[src/hw/rtl/jspl_pkg.sv]
// Shared types, widths and constants of the joint-space path length block.
`timescale 1ns / 1ps
package jspl_pkg;

  localparam int MAX_JOINTS = 6;
  localparam int ANGLE_BITS = 16;

  localparam int JC_BITS    = 3;
  localparam int JC_RESET   = 6;
  localparam int SEG_BITS   = 18;
  localparam int TOTAL_BITS = 40;

  // |a - b| of two signed angles fits in ANGLE_BITS unsigned bits
  localparam int MAG_BITS  = ANGLE_BITS;
  localparam int SQ_BITS   = 2 * MAG_BITS;
  localparam int SUM_BITS  = SQ_BITS + $clog2(MAX_JOINTS);
  localparam int ROOT_BITS = (SUM_BITS + 1) / 2;
  localparam int NPAIR     = (MAX_JOINTS + 1) / 2;

  localparam int IN_BITS  = ((MAX_JOINTS * ANGLE_BITS + 7) / 8) * 8;
  localparam int OUT_BITS = ((SEG_BITS + TOTAL_BITS + 7) / 8) * 8;

  typedef logic signed [ANGLE_BITS-1:0] angle_t;
  typedef logic [SQ_BITS-1:0]           sq_t;
  typedef logic [SUM_BITS-1:0]          sum_t;
  typedef logic [ROOT_BITS-1:0]         root_t;
  typedef logic [JC_BITS-1:0]           jc_t;

endpackage

[src/hw/rtl/jspl_lane.sv]
// One joint lane: keeps the previous angle, forms the difference magnitude and its square.
`timescale 1ns / 1ps
module jspl_lane (
  input  logic            clk_i,
  input  logic            rst_ni,
  input  logic            load_i,
  input  jspl_pkg::angle_t angle_i,
  output jspl_pkg::sq_t   sq_o
);
  import jspl_pkg::*;

  angle_t                    prev_q;
  logic [MAG_BITS-1:0]       mag_q, mag_d;
  sq_t                       sq_q;
  logic signed [ANGLE_BITS:0] diff;

  always_comb begin
    diff  = {angle_i[ANGLE_BITS-1], angle_i} - {prev_q[ANGLE_BITS-1], prev_q};
    mag_d = diff[ANGLE_BITS] ? MAG_BITS'(-diff) : MAG_BITS'(diff);
  end

  always_ff @(posedge clk_i or negedge rst_ni) begin
    if (!rst_ni) begin
      prev_q <= '0;
    end else if (load_i) begin
      prev_q <= angle_i;
    end
  end

  // payload only: the square is registered from the magnitude in the cycle after it
  always_ff @(posedge clk_i) begin
    if (load_i) begin
      mag_q <= mag_d;
    end
    sq_q <= mag_q * mag_q;
  end

  assign sq_o = sq_q;

endmodule

[src/hw/rtl/jspl_merge.sv]
// Merge stage: masks the lanes by joint count and sums their squares in a two-level tree.
`timescale 1ns / 1ps
module jspl_merge (
  input  logic                 clk_i,
  input  jspl_pkg::jc_t        joint_count_i,
  input  jspl_pkg::sq_t        sq_i [jspl_pkg::MAX_JOINTS],
  output jspl_pkg::sum_t       sum_o
);
  import jspl_pkg::*;

  logic [SQ_BITS:0] pair_q [NPAIR];
  logic [SQ_BITS:0] pair_d [NPAIR];
  sq_t              sq_pad [2*NPAIR];
  sum_t             sum_q, sum_d;
  int               used;

  always_comb begin
    used = int'(joint_count_i);
    if (used < 1) begin
      used = 1;
    end else if (used > MAX_JOINTS) begin
      used = MAX_JOINTS;
    end
    for (int j = 0; j < 2*NPAIR; j++) begin
      sq_pad[j] = '0;
    end
    for (int j = 0; j < MAX_JOINTS; j++) begin
      if (j < used) begin
        sq_pad[j] = sq_i[j];
      end
    end
    for (int p = 0; p < NPAIR; p++) begin
      pair_d[p] = {1'b0, sq_pad[2*p]} + {1'b0, sq_pad[2*p+1]};
    end
    sum_d = '0;
    for (int p = 0; p < NPAIR; p++) begin
      sum_d = sum_d + SUM_BITS'(pair_q[p]);
    end
  end

  always_ff @(posedge clk_i) begin
    for (int p = 0; p < NPAIR; p++) begin
      pair_q[p] <= pair_d[p];
    end
    sum_q <= sum_d;
  end

  assign sum_o = sum_q;

endmodule

[src/hw/rtl/jspl_isqrt.sv]
// Digit-by-digit floor square root, one result bit per cycle.
`timescale 1ns / 1ps
module jspl_isqrt (
  input  logic            clk_i,
  input  logic            rst_ni,
  input  logic            start_i,
  input  jspl_pkg::sum_t  rad_i,
  input  logic            take_i,
  output logic            done_o,
  output jspl_pkg::root_t root_o
);
  import jspl_pkg::*;

  localparam int RAD_BITS = 2 * ROOT_BITS;
  localparam int REM_BITS = ROOT_BITS + 2;
  localparam int CNT_BITS = (ROOT_BITS > 1) ? $clog2(ROOT_BITS) : 1;

  typedef enum logic [1:0] {
    S_IDLE,
    S_RUN,
    S_DONE
  } state_e;

  state_e                state_q;
  logic [CNT_BITS-1:0]   cnt_q;
  logic [RAD_BITS-1:0]   rad_q;
  logic [REM_BITS-1:0]   rem_q, rem_d;
  root_t                 root_q, root_d;
  logic [REM_BITS+1:0]   shifted, trial;

  always_comb begin
    shifted = {rem_q, rad_q[RAD_BITS-1 -: 2]};
    trial   = (REM_BITS+2)'({root_q, 2'b01});
    if (shifted >= trial) begin
      rem_d  = REM_BITS'(shifted - trial);
      root_d = {root_q[ROOT_BITS-2:0], 1'b1};
    end else begin
      rem_d  = REM_BITS'(shifted);
      root_d = {root_q[ROOT_BITS-2:0], 1'b0};
    end
  end

  always_ff @(posedge clk_i or negedge rst_ni) begin
    if (!rst_ni) begin
      state_q <= S_IDLE;
      cnt_q   <= '0;
      rad_q   <= '0;
      rem_q   <= '0;
      root_q  <= '0;
    end else begin
      unique case (state_q)
        S_IDLE: begin
          if (start_i) begin
            rad_q   <= RAD_BITS'(rad_i);
            rem_q   <= '0;
            root_q  <= '0;
            cnt_q   <= CNT_BITS'(ROOT_BITS - 1);
            state_q <= S_RUN;
          end
        end
        S_RUN: begin
          rad_q  <= {rad_q[RAD_BITS-3:0], 2'b00};
          rem_q  <= rem_d;
          root_q <= root_d;
          cnt_q  <= cnt_q - 1'b1;
          if (cnt_q == '0) begin
            state_q <= S_DONE;
          end
        end
        S_DONE: begin
          if (take_i) begin
            state_q <= S_IDLE;
          end
        end
        default: state_q <= S_IDLE;
      endcase
    end
  end

  assign done_o = (state_q == S_DONE);
  assign root_o = root_q;

endmodule

[src/hw/rtl/joint_space_path_length.sv]
// Top level: stream ports, joint lanes, merge tree, square root and running total.
`timescale 1ns / 1ps
// Joint-space path length. Each input item is one trajectory point: six signed Q4.12
// joint angles in s_tdata_i and the start flag in s_tuser_i. Every item gives one
// result with the segment length to the previous point (Q.12, floor of the Euclidean
// distance over the first joint_count joints, zero on a start or the first point after
// reset), the saturating 40-bit running total and a sticky saturation flag. The block
// is not ready from accepting an item until its result moves to the output register.
// Lane difference magnitudes are registered, then their squares, two merge tree levels
// and the square root unit, which settles one result bit per cycle; last the total is
// updated and the output register loaded, a step that waits while an earlier result is
// unread. The next item is accepted while a result waits in that register. joint_count
// is to be written through the cfg channel only while the block is idle; the block does
// not enforce this. 0 acts as 1 and values above 6 act as 6.
module joint_space_path_length (
  input  logic                          clk_i,
  input  logic                          rst_ni,
  input  logic                          s_tvalid_i,
  output logic                          s_tready_o,
  // joint_0 .. joint_5, 16 bits each, joint_0 lowest
  input  logic [jspl_pkg::IN_BITS-1:0]  s_tdata_i,
  // start_req
  input  logic                          s_tuser_i,
  output logic                          m_tvalid_o,
  input  logic                          m_tready_i,
  // segment_length [17:0], total_length [57:18], zero fill
  output logic [jspl_pkg::OUT_BITS-1:0] m_tdata_o,
  // saturated
  output logic                          m_tuser_o,
  input  logic                          cfg_valid_i,
  output logic                          cfg_ready_o,
  input  jspl_pkg::jc_t                 cfg_data_i
);
  import jspl_pkg::*;

  localparam logic [TOTAL_BITS-1:0] TOTAL_MAX = '1;

  jc_t                   jc_q;
  logic                  busy_q;
  logic [3:0]            pipe_q;
  logic                  clear_q, zero_q, have_prev_q;
  logic [TOTAL_BITS-1:0] total_q, total_d;
  logic                  sat_q, sat_d;
  logic                  m_tvalid_q;
  logic [SEG_BITS-1:0]   seg_q, seg_d;

  logic                  accept, take, root_done;
  sq_t                   sq [MAX_JOINTS];
  sum_t                  sum;
  root_t                 root;
  logic [TOTAL_BITS-1:0] base;
  logic [TOTAL_BITS:0]   acc;

  assign accept      = s_tvalid_i && s_tready_o;
  assign s_tready_o  = !busy_q;
  assign cfg_ready_o = 1'b1;

  for (genvar j = 0; j < MAX_JOINTS; j++) begin : g_lane
    jspl_lane u_lane (
      .clk_i   (clk_i),
      .rst_ni  (rst_ni),
      .load_i  (accept),
      .angle_i (angle_t'(s_tdata_i[j*ANGLE_BITS +: ANGLE_BITS])),
      .sq_o    (sq[j])
    );
  end

  jspl_merge u_merge (
    .clk_i         (clk_i),
    .joint_count_i (jc_q),
    .sq_i          (sq),
    .sum_o         (sum)
  );

  jspl_isqrt u_isqrt (
    .clk_i   (clk_i),
    .rst_ni  (rst_ni),
    .start_i (pipe_q[3]),
    .rad_i   (sum),
    .take_i  (take),
    .done_o  (root_done),
    .root_o  (root)
  );

  // move the root into the output register once it is free
  assign take = root_done && (!m_tvalid_q || m_tready_i);

  always_comb begin
    seg_d = zero_q ? '0 : SEG_BITS'(root);
    base  = clear_q ? '0 : total_q;
    sat_d = clear_q ? 1'b0 : sat_q;
    acc   = {1'b0, base} + (TOTAL_BITS+1)'(seg_d);
    if (acc[TOTAL_BITS]) begin
      total_d = TOTAL_MAX;
      sat_d   = 1'b1;
    end else begin
      total_d = acc[TOTAL_BITS-1:0];
    end
  end

  always_ff @(posedge clk_i or negedge rst_ni) begin
    if (!rst_ni) begin
      jc_q        <= jc_t'(JC_RESET);
      busy_q      <= 1'b0;
      pipe_q      <= '0;
      clear_q     <= 1'b0;
      zero_q      <= 1'b0;
      have_prev_q <= 1'b0;
      total_q     <= '0;
      sat_q       <= 1'b0;
      m_tvalid_q  <= 1'b0;
      seg_q       <= '0;
    end else begin
      if (cfg_valid_i) begin
        jc_q <= cfg_data_i;
      end
      pipe_q <= {pipe_q[2:0], accept};
      if (accept) begin
        busy_q      <= 1'b1;
        clear_q     <= s_tuser_i;
        zero_q      <= s_tuser_i || !have_prev_q;
        have_prev_q <= 1'b1;
      end
      if (take) begin
        busy_q     <= 1'b0;
        total_q    <= total_d;
        sat_q      <= sat_d;
        seg_q      <= seg_d;
        m_tvalid_q <= 1'b1;
      end else if (m_tready_i) begin
        m_tvalid_q <= 1'b0;
      end
    end
  end

  assign m_tvalid_o = m_tvalid_q;
  assign m_tdata_o  = {(OUT_BITS-SEG_BITS-TOTAL_BITS)'(0), total_q, seg_q};
  assign m_tuser_o  = sat_q;

endmodule
[config.mk]
export PLATFORM = sky130hd
export DESIGN_NAME = joint_space_path_length
export DESIGN_NICKNAME = d
export VERILOG_FILES = /design/src/hw/rtl/jspl_pkg.sv /design/src/hw/rtl/jspl_lane.sv /design/src/hw/rtl/jspl_merge.sv /design/src/hw/rtl/jspl_isqrt.sv /design/src/hw/rtl/joint_space_path_length.sv
export SDC_FILE = /design/constraint.sdc
export NUM_CORES = 2
export LEC_CHECK = 0
export ABC_CLOCK_PERIOD_IN_PS = 7900
export BUFFER_PORTS_ARGS = -buffer_cell sky130_fd_sc_hd__clkbuf_2
export CORE_UTILIZATION = 45
export CTS_CLUSTER_DIAMETER = 100
export DETAILED_ROUTE_END_ITERATION = 16
export HOLD_SLACK_MARGIN = 0.05
export PLACE_DENSITY = 0.72
export SYNTH_ARGS = -nofsm -noshare
export SYNTH_HDL_FRONTEND = slang
export SYNTH_SLANG_ARGS = --single-unit
[constraint.sdc]
create_clock -name clk_i -period 7.9 [get_ports clk_i]
set_input_delay 0.395 -clock clk_i [delete_from_list [all_inputs] [get_ports clk_i]]
set_output_delay 0.395 -clock clk_i [all_outputs]
set_load 0.02 [all_outputs]
Word level (Yosys, flattened, before mapping)
Memories as Yosys holds them, arrays and structs flattened.
Cells that the tools add are included.
{ "word_totals": {"mem_bits_rw": 99, "reg_bits": 571, "elab_cells": 128, "n_memories": 1, "output_inout_bits": 68, "input_bits": 105} }
{ "op_classes": {"n_eq_ne": 5, "n_reduce_logical": 16, "add_sub_neg": 20, "n_mul": 6, "magnitude_cmp": 9, "n_mux": 37} }
{ "mem_list": {"columns": ["name", "words", "word_bits", "rd", "rd_ports_with_merged_regs", "write_ports", "line_no", "rtl"], "rows": [
  ["u_merge.pair_q", 3, 33, 3, 0, 3, "jspl_merge.sv:11", "logic [SQ_BITS:0] pair_q [NPAIR];"]
]} }
{ "ops": {"columns": ["op", "n"], "rows": [
  ["multiplier 16 x 16 -> 32 bit", 6],
  ["two-way mux 32 bit", 6],
  ["subtractor 16 x 16 -> 17 bit", 6],
  ["adder 32 x 32 -> 33 bit", 3],
  ["two-way mux 16 bit", 6],
  ["negation 16 bit", 6],
  ["two-way mux 40 bit", 2],
  ["case mux 36 bit (2 select lines)", 1],
  ["adder 40 x 18 -> 41 bit", 1],
  ["two-way mux 20 bit", 2],
  ["case mux 20 bit (2 select lines)", 1],
  ["two-way mux 18 bit", 2],
  ["two-way mux 36 bit", 1],
  ["case mux 18 bit (2 select lines)", 1],
  ["adder 35 x 33 -> 35 bit", 1],
  ["adder 33 x 33 -> 34 bit", 1],
  ["greater-or-equal comparator 22 x 20 -> 1 bit", 1],
  ["subtractor 20 bit", 1],
  ["case mux 5 bit (2 select lines)", 1],
  ["nonzero test 2 bit", 4],
  ["two-way mux 1 bit", 7],
  ["less-than comparator 1 x 3 -> 1 bit, first input constant", 2],
  ["less-than comparator 2 x 3 -> 1 bit, first input constant", 2],
  ["less-than comparator 3 bit, first input constant", 2],
  ["other kinds (18)", 27]
]} }

Longest topological paths before layout
{ "logic_depth": {"ltp_word": 6, "depth_mapped": 27, "depth_no_buf": 25} }

Hierarchy
A second synthesis with hierarchy kept.
{ "unflattened": {"cells_unflattened": 8972, "hier_area_um2": 81209.1} }
{ "by_module_without_submodules": {"columns": ["module", "area_per_inst_um2", "seq_area_each_um2", "cells_each", "instances"], "rows": [
  ["jspl_lane at g_lane[0].u_lane ...", 10139.7, 1501.4, 1107, 4],
  ["jspl_merge", 11288.3, 2682.6, 1329, 1],
  ["jspl_lane at g_lane[5].u_lane", 10105.9, 1501.4, 1110, 1],
  ["jspl_lane at g_lane[4].u_lane", 10027.1, 1501.4, 1100, 1],
  ["jspl_isqrt", 4838.4, 2026.9, 529, 1],
  ["joint_space_path_length", 4390.5, 1779.2, 476, 1]
]} }

Worst setup path before layout
Ideal clock, no wire load.
{ "synth_path": {"path_type": "reg2reg", "startpoint": "reg g_lane[2].u_lane.mag_q[1]", "endpoint": "reg g_lane[2].u_lane.sq_q[31]", "required_time_ns": 7.777, "stages_incl_launch_ff": 27, "setup_slack_ns": 1.636, "n_path_buf": 3, "setup_ns": 0.123, "synth_period_minus_slack_ns": 6.264, "arrival_time_ns": 6.141, "cell_sequence": "edfxtp_1 -> clkbuf_1 -> clkbuf_1 -> nand2_1 -> inv_1 -> fa_1 -> inv_1 -> fa_1 -> inv_1 -> fa_1 -> fa_1 -> fa_1 -> inv_1 -> fa_1 -> inv_1 -> ha_1 -> clkbuf_1 -> a21o_1 -> a21o_1 -> a21o_1 -> o41ai_2 -> o211ai_1 -> a41o_1 -> a21oi_1 -> nor2_1 -> nor3_1 -> xnor2_1"} }
{ "synth_between": {"elab_chain_len": 1} }
{ "synth_lines": {"columns": ["item", "line_no", "rtl"], "rows": [
  ["start: declaration", "jspl_lane.sv:13", "logic [MAG_BITS-1:0] mag_q, mag_d;"],
  ["start signal: assignment", "jspl_lane.sv:33", "mag_q <= mag_d;"],
  ["multiplier 16 x 16 -> 32 bit", "jspl_lane.sv:35", "sq_q <= mag_q * mag_q;"],
  ["end signal: assignment", "jspl_lane.sv:35", null],
  ["end: declaration", "jspl_lane.sv:14", "sq_t sq_q;"]
]} }
No other way between the ends.
A chain may end at the register's enable or synchronous reset.

Worst setup path after layout
{ "layout_path": {"startpoint": "reg g_lane[3].u_lane.mag_q[2]", "endpoint": "reg g_lane[3].u_lane.sq_q[28]"} }
{ "layout_between": {"elab_chain_len": 1} }
{ "layout_lines": {"columns": ["item", "line_no"], "rows": [
  ["start: declaration", "jspl_lane.sv:13"],
  ["start signal: assignment", "jspl_lane.sv:33"],
  ["multiplier 16 x 16 -> 32 bit", "jspl_lane.sv:35"],
  ["end signal: assignment", "jspl_lane.sv:35"],
  ["end: declaration", "jspl_lane.sv:14"]
]} }
No other way between the ends.

==> results by stage <==
Placement:
- The half-perimeter wire length after detailed placement is about 150000 µm.
- The placer congestion estimate is a little over 0.9.
- The cell total after placement is 11140.
- The pre-CTS setup slack is around 1.1 ns.
- The number of port buffers is about 170.

Finish:
- The layout net count is 10990.
- Cells with a size suffix above 1 make up just under 5% of the layout.
- Cells fill 49.30% of the core in the end.
- The non-filler instance count after layout is 11400.
- Relative to the synthesized area, the layout overhead comes to 8.820%.
- The fill cell total of the finished layout is about 16000.

Setup path:
- The slowest stage of the critical path is the edfxtp_1 cell.
- Tracing the worst setup path back leads to its startpoint at g_lane[3].u_lane.mag_q[2].
- Data arrives at the worst endpoint at 7.51 ns.
- STA classifies the critical path startpoint as a flop.
- The signal on the critical path passes through inv_1 -> nor2_1 -> fa_1 -> inv_1 -> fa_1 -> inv_1 -> fa_1 -> inv_1 -> fa_1 -> fa_1 -> fa_1 -> inv_1 -> ha_1 -> nand4_1 -> or4_1 -> o32ai_1 -> o41ai_1 -> o21ai_0 -> a21o_1 -> a21oi_1 -> xnor2_1.
- The library cell appearing most often on the critical path is fa_1.
- Measured in cells, the most critical reg-to-reg path has a length of 21.
- The worst reg2reg path endpoint is g_lane[3].u_lane.sq_o[28].
- The capturing instance or port of the critical path is g_lane[3].u_lane.sq_o[28].
- The critical path in this run is classified as reg2reg.
- The element type at the critical path end is a flop.
- Setup slack on the worst reg-to-reg path comes out at 0.99 ns.
- The reg-to-reg critical path startpoint is g_lane[3].u_lane.mag_q[2].
- At the worst endpoint, the required time is between 8 and 9 ns.
- In this design, the stage delay of the slowest critical-path cell is approximately 0.64 ns.
- Along the worst path, the maximum fanout reaches 16.

Drt:
- For this run, the detailed router's first-pass iteration total came to 6.
- The final route contains 59540 vias.
- In this run, the number of DRC markers left after iteration 0 of detailed routing was 3670.
- The residual antenna-violating net count after detailed routing is 0.
- After detailed routing, the number of vias per cell comes to roughly 5.2.
- The post-detailed-route wirelength per cell is roughly 16 µm.
- In the routed design, unresolved DRC markers number 0.
- For this block, the routed nets add up to roughly 180000 µm of wire.

Timing:
- The final setup violation count is 0.
- The final worst-path setup slack is just under 1 ns.
- The number of endpoints with negative hold slack in the final report was 0.
- In this run the tightest slew margin relative to its limit is ~19%.
- The worst-margin pin slew is roughly 1.2 ns.
- The number of pins with negative max-slew slack in the final report is 0.
- Setup repair after global routing left no endpoint under its margin.
- The share of the clock period used by the worst path after layout is a little under 90%.
- The worst setup skew after layout is 0.04830 ns.
- The sum of negative setup slack is 0 ns.
- The maximum achievable frequency is between 100 and 150 MHz.
- The routed design could run at a clock period as short as 6.910 ns.

Synthesis:
- Averaged over all synthesized cells, the footprint is around 9.0 µm².
- The share of synthesized area in the top cell type comes to 24.69%.
- In the post-synthesis netlist, the biggest area contributors are fa_1 (25%), ha_1 (14%), dfxtp_1 (8.0%).
- The post-synthesis cell area is 0.07978 mm².
- The count of state elements after synthesis is approximately 660.
- The commonest cells after synthesis are inv_1 (1702), fa_1 (984), ha_1 (908).
- The synthesized design contains 96 enable-type register cells.
- The number of library cell types mapped by synthesis is between 90 and 100.
- The cell taking the most area after synthesis is fa_1.
- The cell count after synthesis is roughly 9000.
- The fraction of synthesis flops using an asynchronous set or reset pin is approximately 37%.
- The most common cell in the synthesized netlist is inv_1.
- The total number of yosys warnings is 0.
- For this run, the register share of the synthesized area comes to between 10% and 20%.
- The most used flip-flop cell after synthesis is dfxtp_1.

Floorplanning:
- The floorplan has 154 rows.
- The total I/O pin count is 173.
- From left edge to right edge, the die measures between 400 and 500 µm.
- The area of the core is about 0.18 mm².
- The die area is between 0.15 and 0.2 mm².
- Once the floorplan was initialized, standard cells occupied 45.30% of the core.
- The chip height is about 420 µm.

Flow run:
- The number of violations of the max-capacitance limit is 0.

Power:
- Per report_power, the clock group accounts for around a tenth of the total.
- The internal cell power is around 20 mW.
- The switching power summed over all nets is between 15 and 20 mW.
- The share of total power in combinational logic is approximately 74%.
- The design draws a little under 40 mW.
- For this design the static power due to leakage is ~44 nW.
- The worst vdd rail ir drop is 0.0004074 V.
- The power share of the sequential group is between 10% and 20%.
- The switching share of power is roughly 50%.
- The power density over cell area is about 460 mW/mm².

Clocking:
- The number of H-tree branching levels is 3.
- The master cell of the clock root buffer is clkbuf_16.
- CTS saw around 660 sinks.
- At the later pin of the worst-skew pair, clock insertion delay measures roughly 0.73 ns.
- The clock tree from TritonCTS is done.
- The clock passes through at most 3 buffers.
- The number of buffers added by the clock tree synthesis step is just over 80.
- The clock-pin slew on the worst setup and hold paths is ~0.06 ns.

Global route:
- Global routing consumed, over all layers together, 20.79% of the routing resources.
- The first global-routing pass estimated 308100 µm of wire.
- The number of antenna violations at the first check in global routing is 2.
- The global-route congestion overflow total is 0.
- The pin count of the biggest net entering global routing is 182.
- The via count of the first global-routing pass is ~60000.

Hold path:
- The min-delay analysis places its worst path in the category in2reg.

Outcome:
- The flow ran to the end, and the final reports show no timing, DRC or antenna violations.
-- power by group through the flow --
stage	Clock [mW]	Combinational [mW]	Sequential (mW)
2_1_floorplan	0	22.5	5.78
3_3_place_gp	0	28.4	6.15
3_5_place_dp	0	29.1	6.19
4_1_cts	4.21	29.4	6.13
5_1_grt	4.33	33.1	6.24
6_report	4.10	29.5	6.13
-- area by class of cell --
type,instances,area (µm²),share of cell area [%]
flip-flops and latches,664,15500,17.85
multi-input cells,6246,56940,65.59
clock inverters,45,610.6,0.7033
repair buffers,293,2085,2.401
well taps,2340,2928,3.372
clock buffers,107,2364,2.722
diodes,2,5.005,0.005765
inverters,1702,6389,7.358
-- state kept, by name, indices dropped and copies added (netlist names) --
name	count
have_prev_q	1
u_merge.pair_q	99
total_q	40
clear_q	1
u_isqrt.state_q	2
u_isqrt.rem_q	20
m_tuser_o	1
pipe_q	4
u_isqrt.root_o	18
m_tvalid_o	1
u_isqrt.cnt_q	5
zero_q	1
g_lane.u_lane.mag_q	96
u_merge.sum_o	35
seg_q	18
u_isqrt.rad_q	36
g_lane.u_lane.sq_o	186
g_lane.u_lane.prev_q	96
busy_q	1
jc_q	3
-- placed cells by master (no fill, tap or decap), drive strengths merged, types with 15 or more instances in the layout --
cell type / count
mux2: 39
buf: 24
o21ai: 354
a31o: 23
o211ai: 20
or3: 29
a31oi: 72
inv: 1715
nor2: 428
fa: 984
and2: 323
or2: 27
a21o: 193
a211o: 15
clkinv: 20
nand4: 38
a211oi: 47
o21a: 77
dfxtp: 320
clkbuf: 271
nor4: 17
nor2b: 175
dlygate4sd3: 105
dfrtp: 246
conb: 19
mux2i: 16
and3: 74
nand2: 788
edfxtp: 96
nor3: 90
xnor2: 365
nand2b: 79
a21oi: 427
xor2: 165
ha: 908
nand3: 107
o21bai: 64
o31ai: 29
and3b: 36
-- critical path: cells and delay by family, from the launching register on --
kind | cells | cell delay, ns
adders and majority gates | 7 | 3.36
DFF | 1 | 0.64
AOI/OAI and AO/OA | 5 | 1.33
buffers and inverters | 5 | 0.48
xor gates and xnor gates | 1 | 0.13
and+or+nand+nor | 3 | 0.83
-- worst min path at each step --
stage	from	end	cells after the start
3_5_place_dp	pipe_q[0]	pipe_q[1]	0
4_1_cts	m_tready_i	m_tvalid_o	3
3_3_place_gp	pipe_q[0]	pipe_q[1]	0
6_report	m_tready_i	m_tvalid_o	3
5_1_grt	m_tready_i	m_tvalid_o	3
2_1_floorplan	rst_ni	busy_q	0
-- per-stage QoR --
| step | hold slack [ns] | instance area [µm²] |
|---|---|---|
| finish | 0.1495 | 86820 |
| global route | 0.1578 | 86820 |
| CTS | 0.08668 | 86820 |
| detailed placement | 0.3362 | 82790 |
| global placement | 0.3331 | 82790 |
| floorplan | 0.09941 | 79850 |
-- timing repair --
item                                   CTS  global route
setup buffers                            0             0
resized for setup                        0             0
endpoints found under the hold margin  150             0
hold buffers                           105             0
-- kinds of logic after synthesis --
kind of cell,count (synthesis),share of synthesized area [%]
simple gates,2272,13.95
buf+inv,1974,9.334
fa+ha+maj,1892,38.93
compound gates,1478,11.78
flops,664,19.42
xor+xnor,530,5.818
mux,55,0.7512
other cells,2,0.009413
-- layer usage --
layer	vias up	routed length [µm]	global-route usage, %
met1	29110	81360	27.53
met3	261	9080	2.568
met5	-	0	0
met2	1466	88600	35.71
li1	28710	-	-
met4	0	4783	5.493
Note: power is estimated with default switching activity, not from simulation.
